File: config.mk
export PLATFORM = sky130hd
export DESIGN_NAME = l4_port_allowlist_filter
export DESIGN_NICKNAME = d
export VERILOG_FILES = /design/src/sv/l4f_pkg.sv /design/src/sv/l4f_front.sv /design/src/sv/l4f_queue.sv /design/src/sv/l4f_back.sv /design/src/sv/l4_port_allowlist_filter.sv
export SDC_FILE = /design/constraint.sdc
export NUM_CORES = 1
export LEC_CHECK = 0
export BUFFER_PORTS_ARGS = -buffer_cell sky130_fd_sc_hd__clkbuf_2
export CAP_MARGIN = 20
export CELL_PAD_IN_SITES_DETAIL_PLACEMENT = 2
export CELL_PAD_IN_SITES_GLOBAL_PLACEMENT = 2
export CORE_MARGIN = 2
export CORE_UTILIZATION = 40
export DETAILED_ROUTE_END_ITERATION = 10
export GPL_TIMING_DRIVEN = 0
export HOLD_SLACK_MARGIN = 0.03
export PLACE_DENSITY_LB_ADDON = 0.1
export REMOVE_ABC_BUFFERS = 1
export SETUP_SLACK_MARGIN = 0.15
export SYNTH_ARGS = -nofsm -noshare
export SYNTH_HDL_FRONTEND = slang
export SYNTH_HIERARCHICAL = 1
export SYNTH_SLANG_ARGS = --single-unit
File: constraint.sdc
create_clock -name clk -period 10.25 [get_ports clk]
set_clock_uncertainty 0.1 [all_clocks]
set_input_delay 3.075 -clock clk [delete_from_list [all_inputs] [get_ports clk]]
set_output_delay 3.075 -clock clk [all_outputs]
set_load 0.1 [all_outputs]
File: src/sv/l4f_pkg.sv
`timescale 1ns / 1ps
// ----------------------------------------------------------------------------
// l4f_pkg
// Shared types and constants for the layer-4 port allow-list filter.
// ----------------------------------------------------------------------------
package l4f_pkg;

  localparam int MAX_PORT_SLOTS = 10;
  localparam int DEF_PORT_SLOTS = 10;
  localparam int DEF_QUEUE_DEPTH = 2;

  localparam int CFG_IDX_W  = 3;
  localparam int CFG_DATA_W = 64;

  localparam logic [CFG_IDX_W-1:0] REG_ALLOW_ACTION  = 3'd0;
  localparam logic [CFG_IDX_W-1:0] REG_DENY_ACTION   = 3'd1;
  localparam logic [CFG_IDX_W-1:0] REG_PORTS_FIRST   = 3'd2;
  localparam logic [CFG_IDX_W-1:0] REG_PORTS_SECOND  = 3'd3;
  localparam logic [CFG_IDX_W-1:0] REG_PORTS_THIRD   = 3'd4;

  localparam logic [7:0] ACT_PASS = 8'd255;
  localparam logic [7:0] ACT_DROP = 8'd2;
  localparam logic [7:0] RST_ALLOW_ACTION = 8'd255;
  localparam logic [7:0] RST_DENY_ACTION  = 8'd2;

  localparam logic [1:0] VERDICT_ALLOW = 2'd0;
  localparam logic [1:0] VERDICT_DENY  = 2'd1;
  localparam logic [1:0] VERDICT_DROP  = 2'd2;
  localparam logic [1:0] VERDICT_PASS  = 2'd3;

  localparam logic [15:0] ETYPE_IPV4 = 16'h0800;
  localparam logic [15:0] ETYPE_IPV6 = 16'h86DD;
  localparam logic [7:0]  PROTO_TCP  = 8'd6;
  localparam logic [7:0]  PROTO_UDP  = 8'd17;

  // byte positions within the frame
  localparam logic [6:0] POS_ETYPE_HI = 7'd12;
  localparam logic [6:0] POS_ETYPE_LO = 7'd13;
  localparam logic [6:0] POS_IHL      = 7'd14;
  localparam logic [6:0] POS_PROTO6   = 7'd20;
  localparam logic [6:0] POS_PROTO4   = 7'd23;
  localparam logic [6:0] POS_L4_V6    = 7'd54;

  localparam logic [6:0] LEN_ETH_MIN  = 7'd14;
  localparam logic [6:0] LEN_IPV4_MIN = 7'd34;
  localparam logic [6:0] LEN_IPV6_MIN = 7'd54;
  localparam logic [6:0] HDR_TCP_LEN  = 7'd20;
  localparam logic [6:0] HDR_UDP_LEN  = 7'd8;
  localparam logic [6:0] COUNT_MAX    = 7'd127;

  typedef struct packed {
    logic [7:0] frame_byte;
    logic       frame_end;
  } in_beat_t;

  typedef struct packed {
    logic [7:0]  action;
    logic [1:0]  verdict;
    logic [15:0] source_port;
    logic [15:0] destination_port;
  } out_beat_t;

  typedef enum logic [1:0] {
    CLS_PASS,
    CLS_DROP,
    CLS_PORTS
  } cls_t;

  // one parsed frame, handed from the parser to the lookup stage
  typedef struct packed {
    cls_t        cls;
    logic [15:0] sport;
    logic [15:0] dport;
  } frame_sum_t;

endpackage

File: src/sv/l4f_front.sv
`timescale 1ns / 1ps
// ----------------------------------------------------------------------------
// l4f_front
// Byte-stream parser: picks header fields off the wire as they pass and
// classifies the frame on its last beat.
// ----------------------------------------------------------------------------
module l4f_front (
  input  logic                clk,
  input  logic                rst_n,
  input  logic                beat_acc_i,
  input  l4f_pkg::in_beat_t   beat_i,
  output logic                push_o,
  output l4f_pkg::frame_sum_t sum_o
);

  logic [6:0]  cnt_r, cnt_nxt;
  logic [15:0] etype_r, etype_nxt;
  logic [6:0]  off4_r, off4_nxt;
  logic [7:0]  proto4_r, proto4_nxt;
  logic [7:0]  proto6_r, proto6_nxt;
  logic [15:0] sp4_r, sp4_nxt, dp4_r, dp4_nxt;
  logic [15:0] sp6_r, sp6_nxt, dp6_r, dp6_nxt;

  logic [7:0] b;
  logic [6:0] len;
  logic [6:0] rel4, rel6;
  logic       in4, in6;
  logic [6:0] off_sel, need, hdr_end;
  logic [7:0] proto_sel;
  logic [15:0] sp_sel, dp_sel;

  assign b   = beat_i.frame_byte;
  assign len = (cnt_r == l4f_pkg::COUNT_MAX) ? cnt_r : cnt_r + 7'd1;

  always_comb begin
    off4_nxt = off4_r;
    if (cnt_r == l4f_pkg::POS_IHL) begin
      off4_nxt = l4f_pkg::POS_IHL + {1'b0, b[3:0], 2'b00};
    end
  end

  // offset of this beat within the IPv4 / IPv6 port words
  assign rel4 = cnt_r - off4_nxt;
  assign in4  = (cnt_r >= off4_nxt) && (rel4 < 7'd4);
  assign rel6 = cnt_r - l4f_pkg::POS_L4_V6;
  assign in6  = (cnt_r >= l4f_pkg::POS_L4_V6) && (rel6 < 7'd4);

  always_comb begin
    etype_nxt  = etype_r;
    proto4_nxt = proto4_r;
    proto6_nxt = proto6_r;
    sp4_nxt    = sp4_r;
    dp4_nxt    = dp4_r;
    sp6_nxt    = sp6_r;
    dp6_nxt    = dp6_r;
    if (cnt_r == l4f_pkg::POS_ETYPE_HI) etype_nxt[15:8] = b;
    if (cnt_r == l4f_pkg::POS_ETYPE_LO) etype_nxt[7:0]  = b;
    if (cnt_r == l4f_pkg::POS_PROTO4)   proto4_nxt = b;
    if (cnt_r == l4f_pkg::POS_PROTO6)   proto6_nxt = b;
    if (in4) begin
      case (rel4[1:0])
        2'd0:    sp4_nxt[15:8] = b;
        2'd1:    sp4_nxt[7:0]  = b;
        2'd2:    dp4_nxt[15:8] = b;
        default: dp4_nxt[7:0]  = b;
      endcase
    end
    if (in6) begin
      case (rel6[1:0])
        2'd0:    sp6_nxt[15:8] = b;
        2'd1:    sp6_nxt[7:0]  = b;
        2'd2:    dp6_nxt[15:8] = b;
        default: dp6_nxt[7:0]  = b;
      endcase
    end
    if (beat_i.frame_end) begin
      cnt_nxt = '0;
    end else if (cnt_r == l4f_pkg::COUNT_MAX) begin
      cnt_nxt = cnt_r;
    end else begin
      cnt_nxt = cnt_r + 7'd1;
    end
  end

  // classification of the frame that ends on this beat
  always_comb begin
    off_sel   = l4f_pkg::POS_L4_V6;
    proto_sel = proto6_nxt;
    sp_sel    = sp6_nxt;
    dp_sel    = dp6_nxt;
    if (etype_nxt == l4f_pkg::ETYPE_IPV4) begin
      off_sel   = off4_nxt;
      proto_sel = proto4_nxt;
      sp_sel    = sp4_nxt;
      dp_sel    = dp4_nxt;
    end
    need    = (proto_sel == l4f_pkg::PROTO_TCP) ? l4f_pkg::HDR_TCP_LEN : l4f_pkg::HDR_UDP_LEN;
    hdr_end = off_sel + need;

    sum_o.cls   = l4f_pkg::CLS_PASS;
    sum_o.sport = '0;
    sum_o.dport = '0;
    if (len < l4f_pkg::LEN_ETH_MIN) begin
      sum_o.cls = l4f_pkg::CLS_PASS;
    end else if (etype_nxt != l4f_pkg::ETYPE_IPV4 && etype_nxt != l4f_pkg::ETYPE_IPV6) begin
      sum_o.cls = l4f_pkg::CLS_PASS;
    end else if ((etype_nxt == l4f_pkg::ETYPE_IPV4 && len < l4f_pkg::LEN_IPV4_MIN) ||
                 (etype_nxt == l4f_pkg::ETYPE_IPV6 && len < l4f_pkg::LEN_IPV6_MIN)) begin
      sum_o.cls = l4f_pkg::CLS_DROP;
    end else if (proto_sel != l4f_pkg::PROTO_TCP && proto_sel != l4f_pkg::PROTO_UDP) begin
      sum_o.cls = l4f_pkg::CLS_PASS;
    end else if (hdr_end > len) begin
      sum_o.cls = l4f_pkg::CLS_DROP;
    end else begin
      sum_o.cls   = l4f_pkg::CLS_PORTS;
      sum_o.sport = sp_sel;
      sum_o.dport = dp_sel;
    end
  end

  assign push_o = beat_acc_i && beat_i.frame_end;

  always_ff @(posedge clk) begin
    if (!rst_n) begin
      cnt_r  <= '0;
      off4_r <= l4f_pkg::POS_IHL;
    end else if (beat_acc_i) begin
      cnt_r  <= cnt_nxt;
      off4_r <= off4_nxt;
    end
  end

  always_ff @(posedge clk) begin
    if (beat_acc_i) begin
      etype_r  <= etype_nxt;
      proto4_r <= proto4_nxt;
      proto6_r <= proto6_nxt;
      sp4_r    <= sp4_nxt;
      dp4_r    <= dp4_nxt;
      sp6_r    <= sp6_nxt;
      dp6_r    <= dp6_nxt;
    end
  end

  a_cnt_clears: assert property (@(posedge clk) disable iff (!rst_n)
    push_o |=> cnt_r == 7'd0)
    else $error("byte count not cleared after last beat");

endmodule

File: src/sv/l4f_queue.sv
`timescale 1ns / 1ps
// ----------------------------------------------------------------------------
// l4f_queue
// Small register FIFO of parsed frame summaries between parser and lookup.
// ----------------------------------------------------------------------------
module l4f_queue #(
  parameter int DEPTH = l4f_pkg::DEF_QUEUE_DEPTH
) (
  input  logic                clk,
  input  logic                rst_n,
  input  logic                push_i,
  input  l4f_pkg::frame_sum_t push_data_i,
  output logic                full_o,
  output logic                valid_o,
  input  logic                pop_i,
  output l4f_pkg::frame_sum_t pop_data_o
);

  localparam int PTR_W = $clog2(DEPTH);
  localparam int CNT_W = $clog2(DEPTH + 1);

  l4f_pkg::frame_sum_t mem_r [DEPTH];
  logic [PTR_W-1:0] wr_ptr_r, rd_ptr_r;
  logic [CNT_W-1:0] count_r;
  logic do_push, do_pop;

  assign full_o     = (count_r == CNT_W'(DEPTH));
  assign valid_o    = (count_r != '0);
  assign pop_data_o = mem_r[rd_ptr_r];
  assign do_push    = push_i && !full_o;
  assign do_pop     = pop_i && valid_o;

  always_ff @(posedge clk) begin
    if (!rst_n) begin
      wr_ptr_r <= '0;
      rd_ptr_r <= '0;
      count_r  <= '0;
    end else begin
      if (do_push) begin
        wr_ptr_r <= (wr_ptr_r == PTR_W'(DEPTH - 1)) ? '0 : wr_ptr_r + PTR_W'(1);
      end
      if (do_pop) begin
        rd_ptr_r <= (rd_ptr_r == PTR_W'(DEPTH - 1)) ? '0 : rd_ptr_r + PTR_W'(1);
      end
      case ({do_push, do_pop})
        2'b10:   count_r <= count_r + CNT_W'(1);
        2'b01:   count_r <= count_r - CNT_W'(1);
        default: count_r <= count_r;
      endcase
    end
  end

  always_ff @(posedge clk) begin
    if (do_push) mem_r[wr_ptr_r] <= push_data_i;
  end

  a_no_overflow: assert property (@(posedge clk) disable iff (!rst_n)
    !(push_i && full_o))
    else $error("push into full queue");

  a_count_bound: assert property (@(posedge clk) disable iff (!rst_n)
    count_r <= CNT_W'(DEPTH))
    else $error("queue count out of range");

endmodule

File: src/sv/l4f_back.sv
`timescale 1ns / 1ps
// ----------------------------------------------------------------------------
// l4f_back
// Allow-list lookup and result register; also holds the config registers.
// ----------------------------------------------------------------------------
module l4f_back #(
  parameter int PORT_SLOTS = l4f_pkg::DEF_PORT_SLOTS
) (
  input  logic                              clk,
  input  logic                              rst_n,
  input  logic                              cfg_we_i,
  input  logic [l4f_pkg::CFG_IDX_W-1:0]     cfg_index_i,
  input  logic [l4f_pkg::CFG_DATA_W-1:0]    cfg_data_i,
  input  logic                              sum_valid_i,
  input  l4f_pkg::frame_sum_t               sum_i,
  output logic                              sum_pop_o,
  output logic                              out_valid_o,
  input  logic                              out_ready_i,
  output l4f_pkg::out_beat_t                out_data_o
);

  logic [7:0]  allow_act_r, deny_act_r;
  logic [63:0] ports_first_r, ports_second_r;
  logic [31:0] ports_third_r;
  logic [l4f_pkg::MAX_PORT_SLOTS*16-1:0] slots;

  logic               out_valid_r;
  l4f_pkg::out_beat_t out_r, out_nxt;
  logic               listed;

  assign slots = {ports_third_r, ports_second_r, ports_first_r};

  always_comb begin
    listed = 1'b0;
    for (int s = 0; s < PORT_SLOTS; s++) begin
      if (slots[s*16 +: 16] == sum_i.sport || slots[s*16 +: 16] == sum_i.dport) begin
        listed = 1'b1;
      end
    end
  end

  always_comb begin
    out_nxt.source_port      = '0;
    out_nxt.destination_port = '0;
    case (sum_i.cls)
      l4f_pkg::CLS_PORTS: begin
        out_nxt.source_port      = sum_i.sport;
        out_nxt.destination_port = sum_i.dport;
        out_nxt.action  = listed ? allow_act_r : deny_act_r;
        out_nxt.verdict = listed ? l4f_pkg::VERDICT_ALLOW : l4f_pkg::VERDICT_DENY;
      end
      l4f_pkg::CLS_DROP: begin
        out_nxt.action  = l4f_pkg::ACT_DROP;
        out_nxt.verdict = l4f_pkg::VERDICT_DROP;
      end
      default: begin
        out_nxt.action  = l4f_pkg::ACT_PASS;
        out_nxt.verdict = l4f_pkg::VERDICT_PASS;
      end
    endcase
  end

  // take a new summary whenever the result register is free or draining
  assign sum_pop_o   = sum_valid_i && (!out_valid_r || out_ready_i);
  assign out_valid_o = out_valid_r;
  assign out_data_o  = out_r;

  always_ff @(posedge clk) begin
    if (!rst_n) begin
      out_valid_r <= 1'b0;
    end else if (sum_pop_o) begin
      out_valid_r <= 1'b1;
    end else if (out_ready_i) begin
      out_valid_r <= 1'b0;
    end
  end

  always_ff @(posedge clk) begin
    if (sum_pop_o) out_r <= out_nxt;
  end

  always_ff @(posedge clk) begin
    if (!rst_n) begin
      allow_act_r    <= l4f_pkg::RST_ALLOW_ACTION;
      deny_act_r     <= l4f_pkg::RST_DENY_ACTION;
      ports_first_r  <= '0;
      ports_second_r <= '0;
      ports_third_r  <= '0;
    end else if (cfg_we_i) begin
      case (cfg_index_i)
        l4f_pkg::REG_ALLOW_ACTION: allow_act_r    <= cfg_data_i[7:0];
        l4f_pkg::REG_DENY_ACTION:  deny_act_r     <= cfg_data_i[7:0];
        l4f_pkg::REG_PORTS_FIRST:  ports_first_r  <= cfg_data_i;
        l4f_pkg::REG_PORTS_SECOND: ports_second_r <= cfg_data_i;
        l4f_pkg::REG_PORTS_THIRD:  ports_third_r  <= cfg_data_i[31:0];
        default: ;
      endcase
    end
  end

  a_unparsed_zero_ports: assert property (@(posedge clk) disable iff (!rst_n)
    out_valid_r && (out_r.verdict == l4f_pkg::VERDICT_DROP ||
                    out_r.verdict == l4f_pkg::VERDICT_PASS)
    |-> out_r.source_port == 16'd0 && out_r.destination_port == 16'd0)
    else $error("ports set on unparsed frame");

  a_pop_loads_out: assert property (@(posedge clk) disable iff (!rst_n)
    sum_pop_o |=> out_valid_r)
    else $error("summary popped without result");

endmodule

File: src/sv/l4_port_allowlist_filter.sv
`timescale 1ns / 1ps
// ----------------------------------------------------------------------------
// l4_port_allowlist_filter
// Layer-4 port allow-list filter for Ethernet frames, one byte per beat.
// ----------------------------------------------------------------------------
// Frames enter on the in_ channel one byte per beat, in wire order, with
// frame_end set on the last byte. Each frame yields exactly one beat on the
// out_ channel: action, verdict and the parsed source/destination ports.
// Input throughput is one byte per cycle while the queue is not full; the
// parser picks header fields off the stream as they pass, so no header
// buffer is read back. The parser classifies a frame on its last byte and
// pushes the summary into the queue; the allow-list compare then registers
// the result, raising out_valid, once the result register is free.
// A two-entry summary queue sits between parser and lookup, so the input
// keeps flowing while a result waits. in_ready drops only when that queue
// is full, i.e. after out_ready has stayed low across several frame ends.
// Config writes on cfg_ are always accepted (cfg_ready high) and should be
// issued while no frame is in flight. Reset (rst_n low, synchronous) clears
// the byte count, the queue and the output valid, and restores the register
// defaults: allow action 255, deny action 2, all port slots 0.
// ----------------------------------------------------------------------------
module l4_port_allowlist_filter #(
  parameter int ALLOWED_PORT_SLOTS = l4f_pkg::DEF_PORT_SLOTS,
  parameter int QUEUE_DEPTH        = l4f_pkg::DEF_QUEUE_DEPTH
) (
  input  logic                           clk,
  input  logic                           rst_n,
  input  logic                           in_valid,
  output logic                           in_ready,
  input  l4f_pkg::in_beat_t              in_data,
  output logic                           out_valid,
  input  logic                           out_ready,
  output l4f_pkg::out_beat_t             out_data,
  input  logic                           cfg_valid,
  output logic                           cfg_ready,
  input  logic [l4f_pkg::CFG_IDX_W-1:0]  cfg_index,
  input  logic [l4f_pkg::CFG_DATA_W-1:0] cfg_data
);

  logic                beat_acc;
  logic                push;
  l4f_pkg::frame_sum_t push_sum, pop_sum;
  logic                q_full, q_valid, q_pop;

  assign cfg_ready = 1'b1;
  assign in_ready  = !q_full;
  assign beat_acc  = in_valid && in_ready;

  l4f_front u_front (
    .clk        (clk),
    .rst_n      (rst_n),
    .beat_acc_i (beat_acc),
    .beat_i     (in_data),
    .push_o     (push),
    .sum_o      (push_sum)
  );

  l4f_queue #(
    .DEPTH (QUEUE_DEPTH)
  ) u_queue (
    .clk         (clk),
    .rst_n       (rst_n),
    .push_i      (push),
    .push_data_i (push_sum),
    .full_o      (q_full),
    .valid_o     (q_valid),
    .pop_i       (q_pop),
    .pop_data_o  (pop_sum)
  );

  l4f_back #(
    .PORT_SLOTS (ALLOWED_PORT_SLOTS)
  ) u_back (
    .clk         (clk),
    .rst_n       (rst_n),
    .cfg_we_i    (cfg_valid && cfg_ready),
    .cfg_index_i (cfg_index),
    .cfg_data_i  (cfg_data),
    .sum_valid_i (q_valid),
    .sum_i       (pop_sum),
    .sum_pop_o   (q_pop),
    .out_valid_o (out_valid),
    .out_ready_i (out_ready),
    .out_data_o  (out_data)
  );

endmodule

## Yosys cells after proc, flatten, opt, wreduce, memory -nomap -nowiden

Memories as Yosys holds them, arrays and structs flattened. A register that Yosys moved wholly into a read port is not among the register bits.
Index checks and enable logic that the tools add are counted.

- Bits in writable memories: 68
- Register bits after elaboration: 333
- Output and inout bits: 45
- Memories: 1
- Input bits: 81
- Logic and storage cells: 180

Memories:

| memory | words | width | read ports | clocked after memory_dff | write ports | line | RTL |
|---|---|---|---|---|---|---|---|
| u_queue.mem_r | 2 | 34 | 1 | 1 | 1 | l4f_queue.sv:22 | `l4f_pkg::frame_sum_t mem_r [DEPTH];` |

- Multiplexer cells: 56
- Reductions and logical operators: 38
- $lt $le $gt $ge: 8
- Eq/ne operators: 46
- Add/subtract/negate cells: 9

Operators by type and width:

| operator | count |
|---|---|
| $eq A16 B16 Y1 | 20 |
| $mux W32 | 5 |
| $mux W8 | 14 |
| $mux W16 | 6 |
| $mux W7 | 4 |
| $eq A7 B4 Y1 const B | 3 |
| $pmux W10 S2 | 1 |
| $mux W1 | 19 |
| $eq A16 B12 Y1 const B | 1 |
| $eq A16 B16 Y1 const B | 1 |
| $ne A16 B12 Y1 const B | 1 |
| $ne A16 B16 Y1 const B | 1 |
| $eq A7 B5 Y1 const B | 2 |
| $lt A7 B3 Y1 const B | 2 |
| $lt A7 B6 Y1 const B | 2 |
| $logic_or A1 B1 Y1 | 12 |
| $logic_and A1 B1 Y1 | 11 |
| $eq A2 B2 Y1 const B | 5 |
| $mux W2 | 5 |
| $reduce_and A2 Y1 | 5 |
| $eq A2 B1 Y1 const B | 4 |
| $eq A8 B3 Y1 const B | 1 |
| $ne A8 B3 Y1 const B | 1 |
| $ne A8 B5 Y1 const B | 1 |
| 23 further kinds | 30 |

## Logic depth before layout (Yosys ltp)

- Depth after elaboration: 14
- Depth in mapped cells: 26
- Gate-level depth less buffers: 21

## Hierarchy

The synthesis kept the hierarchy.

By module, submodules not included:

| module | times used | cells each | sequential area each (µm²) | area an instance (µm²) |
|---|---|---|---|---|
| l4f_back | 1 | 1361 | 4804.6 | 12132.9 |
| l4f_front | 1 | 615 | 3163.0 | 6686.4 |
| l4f_queue | 1 | 132 | 2142.1 | 2683.8 |
| l4_port_allowlist_filter | 1 | 4 | 0.0 | 21.3 |

## Worst setup path after synthesis

No wires, ideal clock.

- Path type: input to register
- Start point: input in_valid
- End point: memory u_queue/mem_r[0][0] (netlist bit), enable pin
- Arrival time: 9040 ps
- Setup slack: 722 ps
- Setup time: 389 ps
- Data required time: 9761 ps
- Path buffers: 1
- Stages: 6
- Cell sequence: nor2b_1 > clkbuf_1 > and2_1 > inv_1 > or3_1 > inv_1

- Longest elaborated chain between the ends: 5

Ends and longest elaborated chain:

| what | line | RTL |
|---|---|---|
| start, declared | l4_port_allowlist_filter.sv:28 | `input logic in_valid,` |
| $logic_and A1 B1 Y1 | l4_port_allowlist_filter.sv:47 | `assign beat_acc = in_valid && in_ready;` |
| $logic_and A1 B1 Y1 | l4f_front.sv:121 | `assign push_o = beat_acc_i && beat_i.frame_end;` |
| net push | l4_port_allowlist_filter.sv:41 | `logic push;` |
| $logic_and A1 B1 Y1 | l4f_queue.sv:30 | `assign do_push = push_i && !full_o;` |
| $mux W1 | l4f_queue.sv:54 | `if (do_push) mem_r[wr_ptr_r] <= push_data_i;` |
| $mux W1 (not written as such) | l4f_queue.sv:54 |  |
| end, declared | l4f_queue.sv:22 |  |

The timed path passes the listed nets, and every way through them passes these cells.

==> results.md <==
* Placed Cells at 2813
* Final setup TNS at 0 ns
* Buf/Inv on CP at 3
* Setup Buffers After CTS at 0
* RSZ-0062 raised after global routing: false
* Worst VDD drop at 0.176 mV
* Tcrit/Tclk final at 91.7%
* Top delay family on crit path: compound AO/OA/AOI/OAI gates
* Slew margin rel. at 35.5%
* Run status: complete, no violations
* Final setup viols at 0
* Finished Layout Cells at 2901
* I/O pin total at 126
* Final slew viol count at 0
* H-tree depth at 2
* Crit-path cells: clkbuf_2 -> or3_1 -> nor4_1 -> mux2_2 -> o2111ai_4 -> inv_2 -> nand2_1 -> ha_1 -> ha_1 -> and3_1 -> a311oi_1 -> a211oi_1 -> o21ai_1 -> ha_1 -> and4_1 -> a221oi_1 -> a41oi_1 -> nor2_1 -> o2111ai_4 -> buf_16 -> nor3_1
* Initial antenna violation count at 1
* Post-synthesis sequential area ratio at 47.0%
* Total congestion overflow at 0
* Post-synth ARST share at 0%
* Dpl ws at 0.205 ns
* R2R Setup Slk at 2.32 ns
* Endpoint class of the critical path: register
* Top FF cell, synth: edfxtp_1
* Row count at 85
* Min-delay worst type: register to register
* HP Start: u_front/off4_r[1]
* Least-Margin Pin Slew at 0.968 ns
* Avg Inst Size Synth at 10.2 sq um
* Per-cell routed wire length at 25.5 microns
* Required time of the critical path at 10.55 ns
* Worst-Skew Late Latency at 0.59 ns
* DRT Pass-1 Iters at 4
* Die area at 55700 sq um
* Critical R2R Capture: u_queue/mem_r[0][31]
* Layout cells sized above 1 at 16.9%
* Pin count of the biggest net entering global routing at 103
* GRT Resource Usage Total at 26.5%
* Post-synth EDFFs at 206
* Clk root buf: clkbuf_16
* # Max-Cap Violations at 0
* Antenna-violating nets left at 0
* Vias at 16200
* Die Wd at 236 microns
* Reg2Reg Depth at 20
* Final Routed Wirelength at 73900 microns
* Vias in the first global route at 17600
* PostCTS Resize Cnt at 0
* WHS Path Cells at 1
* Kind of critical path: input pin to register
* Worst r2r src: u_front/cnt_r[2]
* First-pass GRT wire length at 111000 microns
* PortBufs at 124
* Fmax at 0.106 GHz
* Synth warn at 6
* Pwr dens at 193 nW/um^2
* Slowest CP cell: inv_2
* Initial Util at 40.2%
* Most frequent CP cell: ha_1
* First DRT Iteration DRCs at 834
* Gpl congestion at 0.828
* Critical path fanouts, max at 41
* DRC viols at 0
* Clock Sinks at 402
* TritonCTS clock tree: built
* Hold Buf Count CTS at 0
* Post-DP HPWL at 48500 microns
* Hold Path Sink: u_front/off4_r[1]
* Core area at 53500 sq um
* Syn Inst Count at 2112
* Nature of the critical path startpoint: input pin
* Vias/cell at 5.57
* Unique masters post-synth at 71
* Flops & latches, synth at 402
* Leakage at 9.38 nW
* Longest Clk Path Bufs at 3
* Setup ws final at 0.850 ns
* Fin crit period at 9.40 ns
* Final Hold Fails at 0
* Area growth syn-to-layout at 12.1%
* Final net count at 2277
* CTS buffer count at 48
* Crit path DAT at 9.70 ns
* Synthesized cell area at 21500 sq um
* Reg clk slew, reported paths at 0.06 ns
* CP max stage delay at 0.84 ns
* Chip height at 236 microns
==> worst register-to-register path, stage by stage (launching register included) <==
cell and delay [ns]:
dfxtp_1 0.53, nor3b_4 0.49, nand4_1 0.61, a221oi_2 0.63, o2111ai_4 0.48, inv_2 0.85
nand2_1 0.18, ha_1 0.31, ha_1 0.25, and3_1 0.16, a311oi_1 0.44, a211oi_1 0.14
o21ai_1 0.26, ha_1 0.29, and4_1 0.23, a221oi_1 0.33, a41oi_1 0.11, nor2_1 0.21
o2111ai_4 0.50, buf_16 0.40, nor3_1 0.28
==> flip-flops by register name (all words and copies together), names as in the netlist, 16 cells and up, named ones only <==
signal                 count
u_back/ports_first_r      64
u_front/dp6_r             16
u_front/sp6_r             16
u_front/sp4_r             16
u_back/ports_third_r      32
u_back/ports_second_r     64
u_queue/mem_r             68
u_front/dp4_r             16
u_back/out_data_o         42
u_front/etype_r           16
==> cell usage in the layout, fill, tap and decap left out, drive strengths merged, types with 43 or more instances in the layout <==
master / instances
a21boi: 172
and2: 43
clkbuf: 192
dfxtp: 196
edfxtp: 206
mux2: 118
nand2: 416
nor2: 86
nor3: 45
nor4: 92
xor2: 322
==> through the flow <==
stage | hold WS [ns] | instance area [sq um] | utilization (%) | total power [mW]
floorplan | 0.316 | 20700 | - | 2.69
global placement | 0.330 | 22200 | 41.5 | 2.99
detailed placement | 0.346 | 22700 | 42.4 | 3.04
CTS | 0.364 | 24100 | 45.1 | 4.70
global route | 0.380 | 24100 | 45.1 | 4.83
finish | 0.362 | 24100 | 45.1 | 4.65
==> synthesized netlist by cell type, types with 5 or more instances <==
library cell    n  area share [%]
buf_2          12            0.28
and2_1         43             1.2
nor3_2         29             1.3
and3_1         10            0.29
o21ai_0        23            0.53
o22ai_1         5            0.15
edfxtp_1      206              29
buf_6          34             1.8
xnor2_1        10            0.41
nor2_1         85             1.5
nor3_1         15            0.35
ha_1           28             1.6
nor3b_1        15            0.52
inv_1          26            0.45
mux2i_1         6            0.28
a21boi_0      159             5.5
nand2_1       416             7.3
and4_1          5            0.20
nor2b_1        12            0.35
xor2_1        321              13
and4b_1         7            0.33
nand3_1        24            0.56
dfxtp_1       196              18
a21oi_1        11            0.26
clkbuf_1       80             1.4
nand4_1        28            0.81
buf_1           6            0.10
a21boi_1       13            0.45
o211ai_1        5            0.17
o21a_1          6            0.21
mux2_2        118             6.2
nor4_1         92             2.7
nand3b_1        5            0.17
==> worst max-delay path by stage <==
stage	slack (ns)	from	cells after the start	endpoint
floorplan	0.48	in_valid	5	u_queue/mem_r[0][0]
global placement	-3.02	in_valid	4	u_front/off4_r[0]
detailed placement	0.20	in_data[5]	21	u_queue/mem_r[1][1]
CTS	0.81	in_data[5]	21	u_queue/mem_r[1][1]
global route	0.22	in_data[5]	21	u_queue/mem_r[0][1]
finish	0.85	in_data[5]	21	u_queue/mem_r[0][31]
==> logic make-up after synthesis <==
family | after synthesis | synth area share [%]
buffers and inverters | 164 | 4.17
DFF | 402 | 47.0
muxes | 124 | 6.45
AOI/OAI and AO/OA | 251 | 8.56
xor gates and xnor gates | 332 | 13.5
adders and majority gates | 29 | 1.72
and+or+nand+nor | 809 | 18.6
other | 1 | 0.0174
==> final cells by class <==
class                      count  area, sq um
clock buffer                  68         1290
antenna                        1         2.50
inverter                      28          105
timing repair buffer         141          997
clock inverter                19          183
sequential                   402        10100
tap                          696          871
multi-input combinational   1546        10600
fill                        5575        29400
==> power by group <==
| part | switching (mW) | internal, mW | leakage, nW |
|---|---|---|---|
| Clock | 0.692 | 0.948 | 0.708 |
| Sequential | 0.0620 | 1.85 | 3.53 |
| Combinational | 0.834 | 0.264 | 5.14 |
==> layer usage <==
layer	vias to the layer above	wire length [microns]	global-route usage, %
met1	8375	32800	34.1
met4	0	1860	7.93
met3	99	2940	4.15
li1	7405	-	-
met2	287	36300	45.6
met5	-	0	0
No activity file was read; power rests on OpenSTA's default activity.
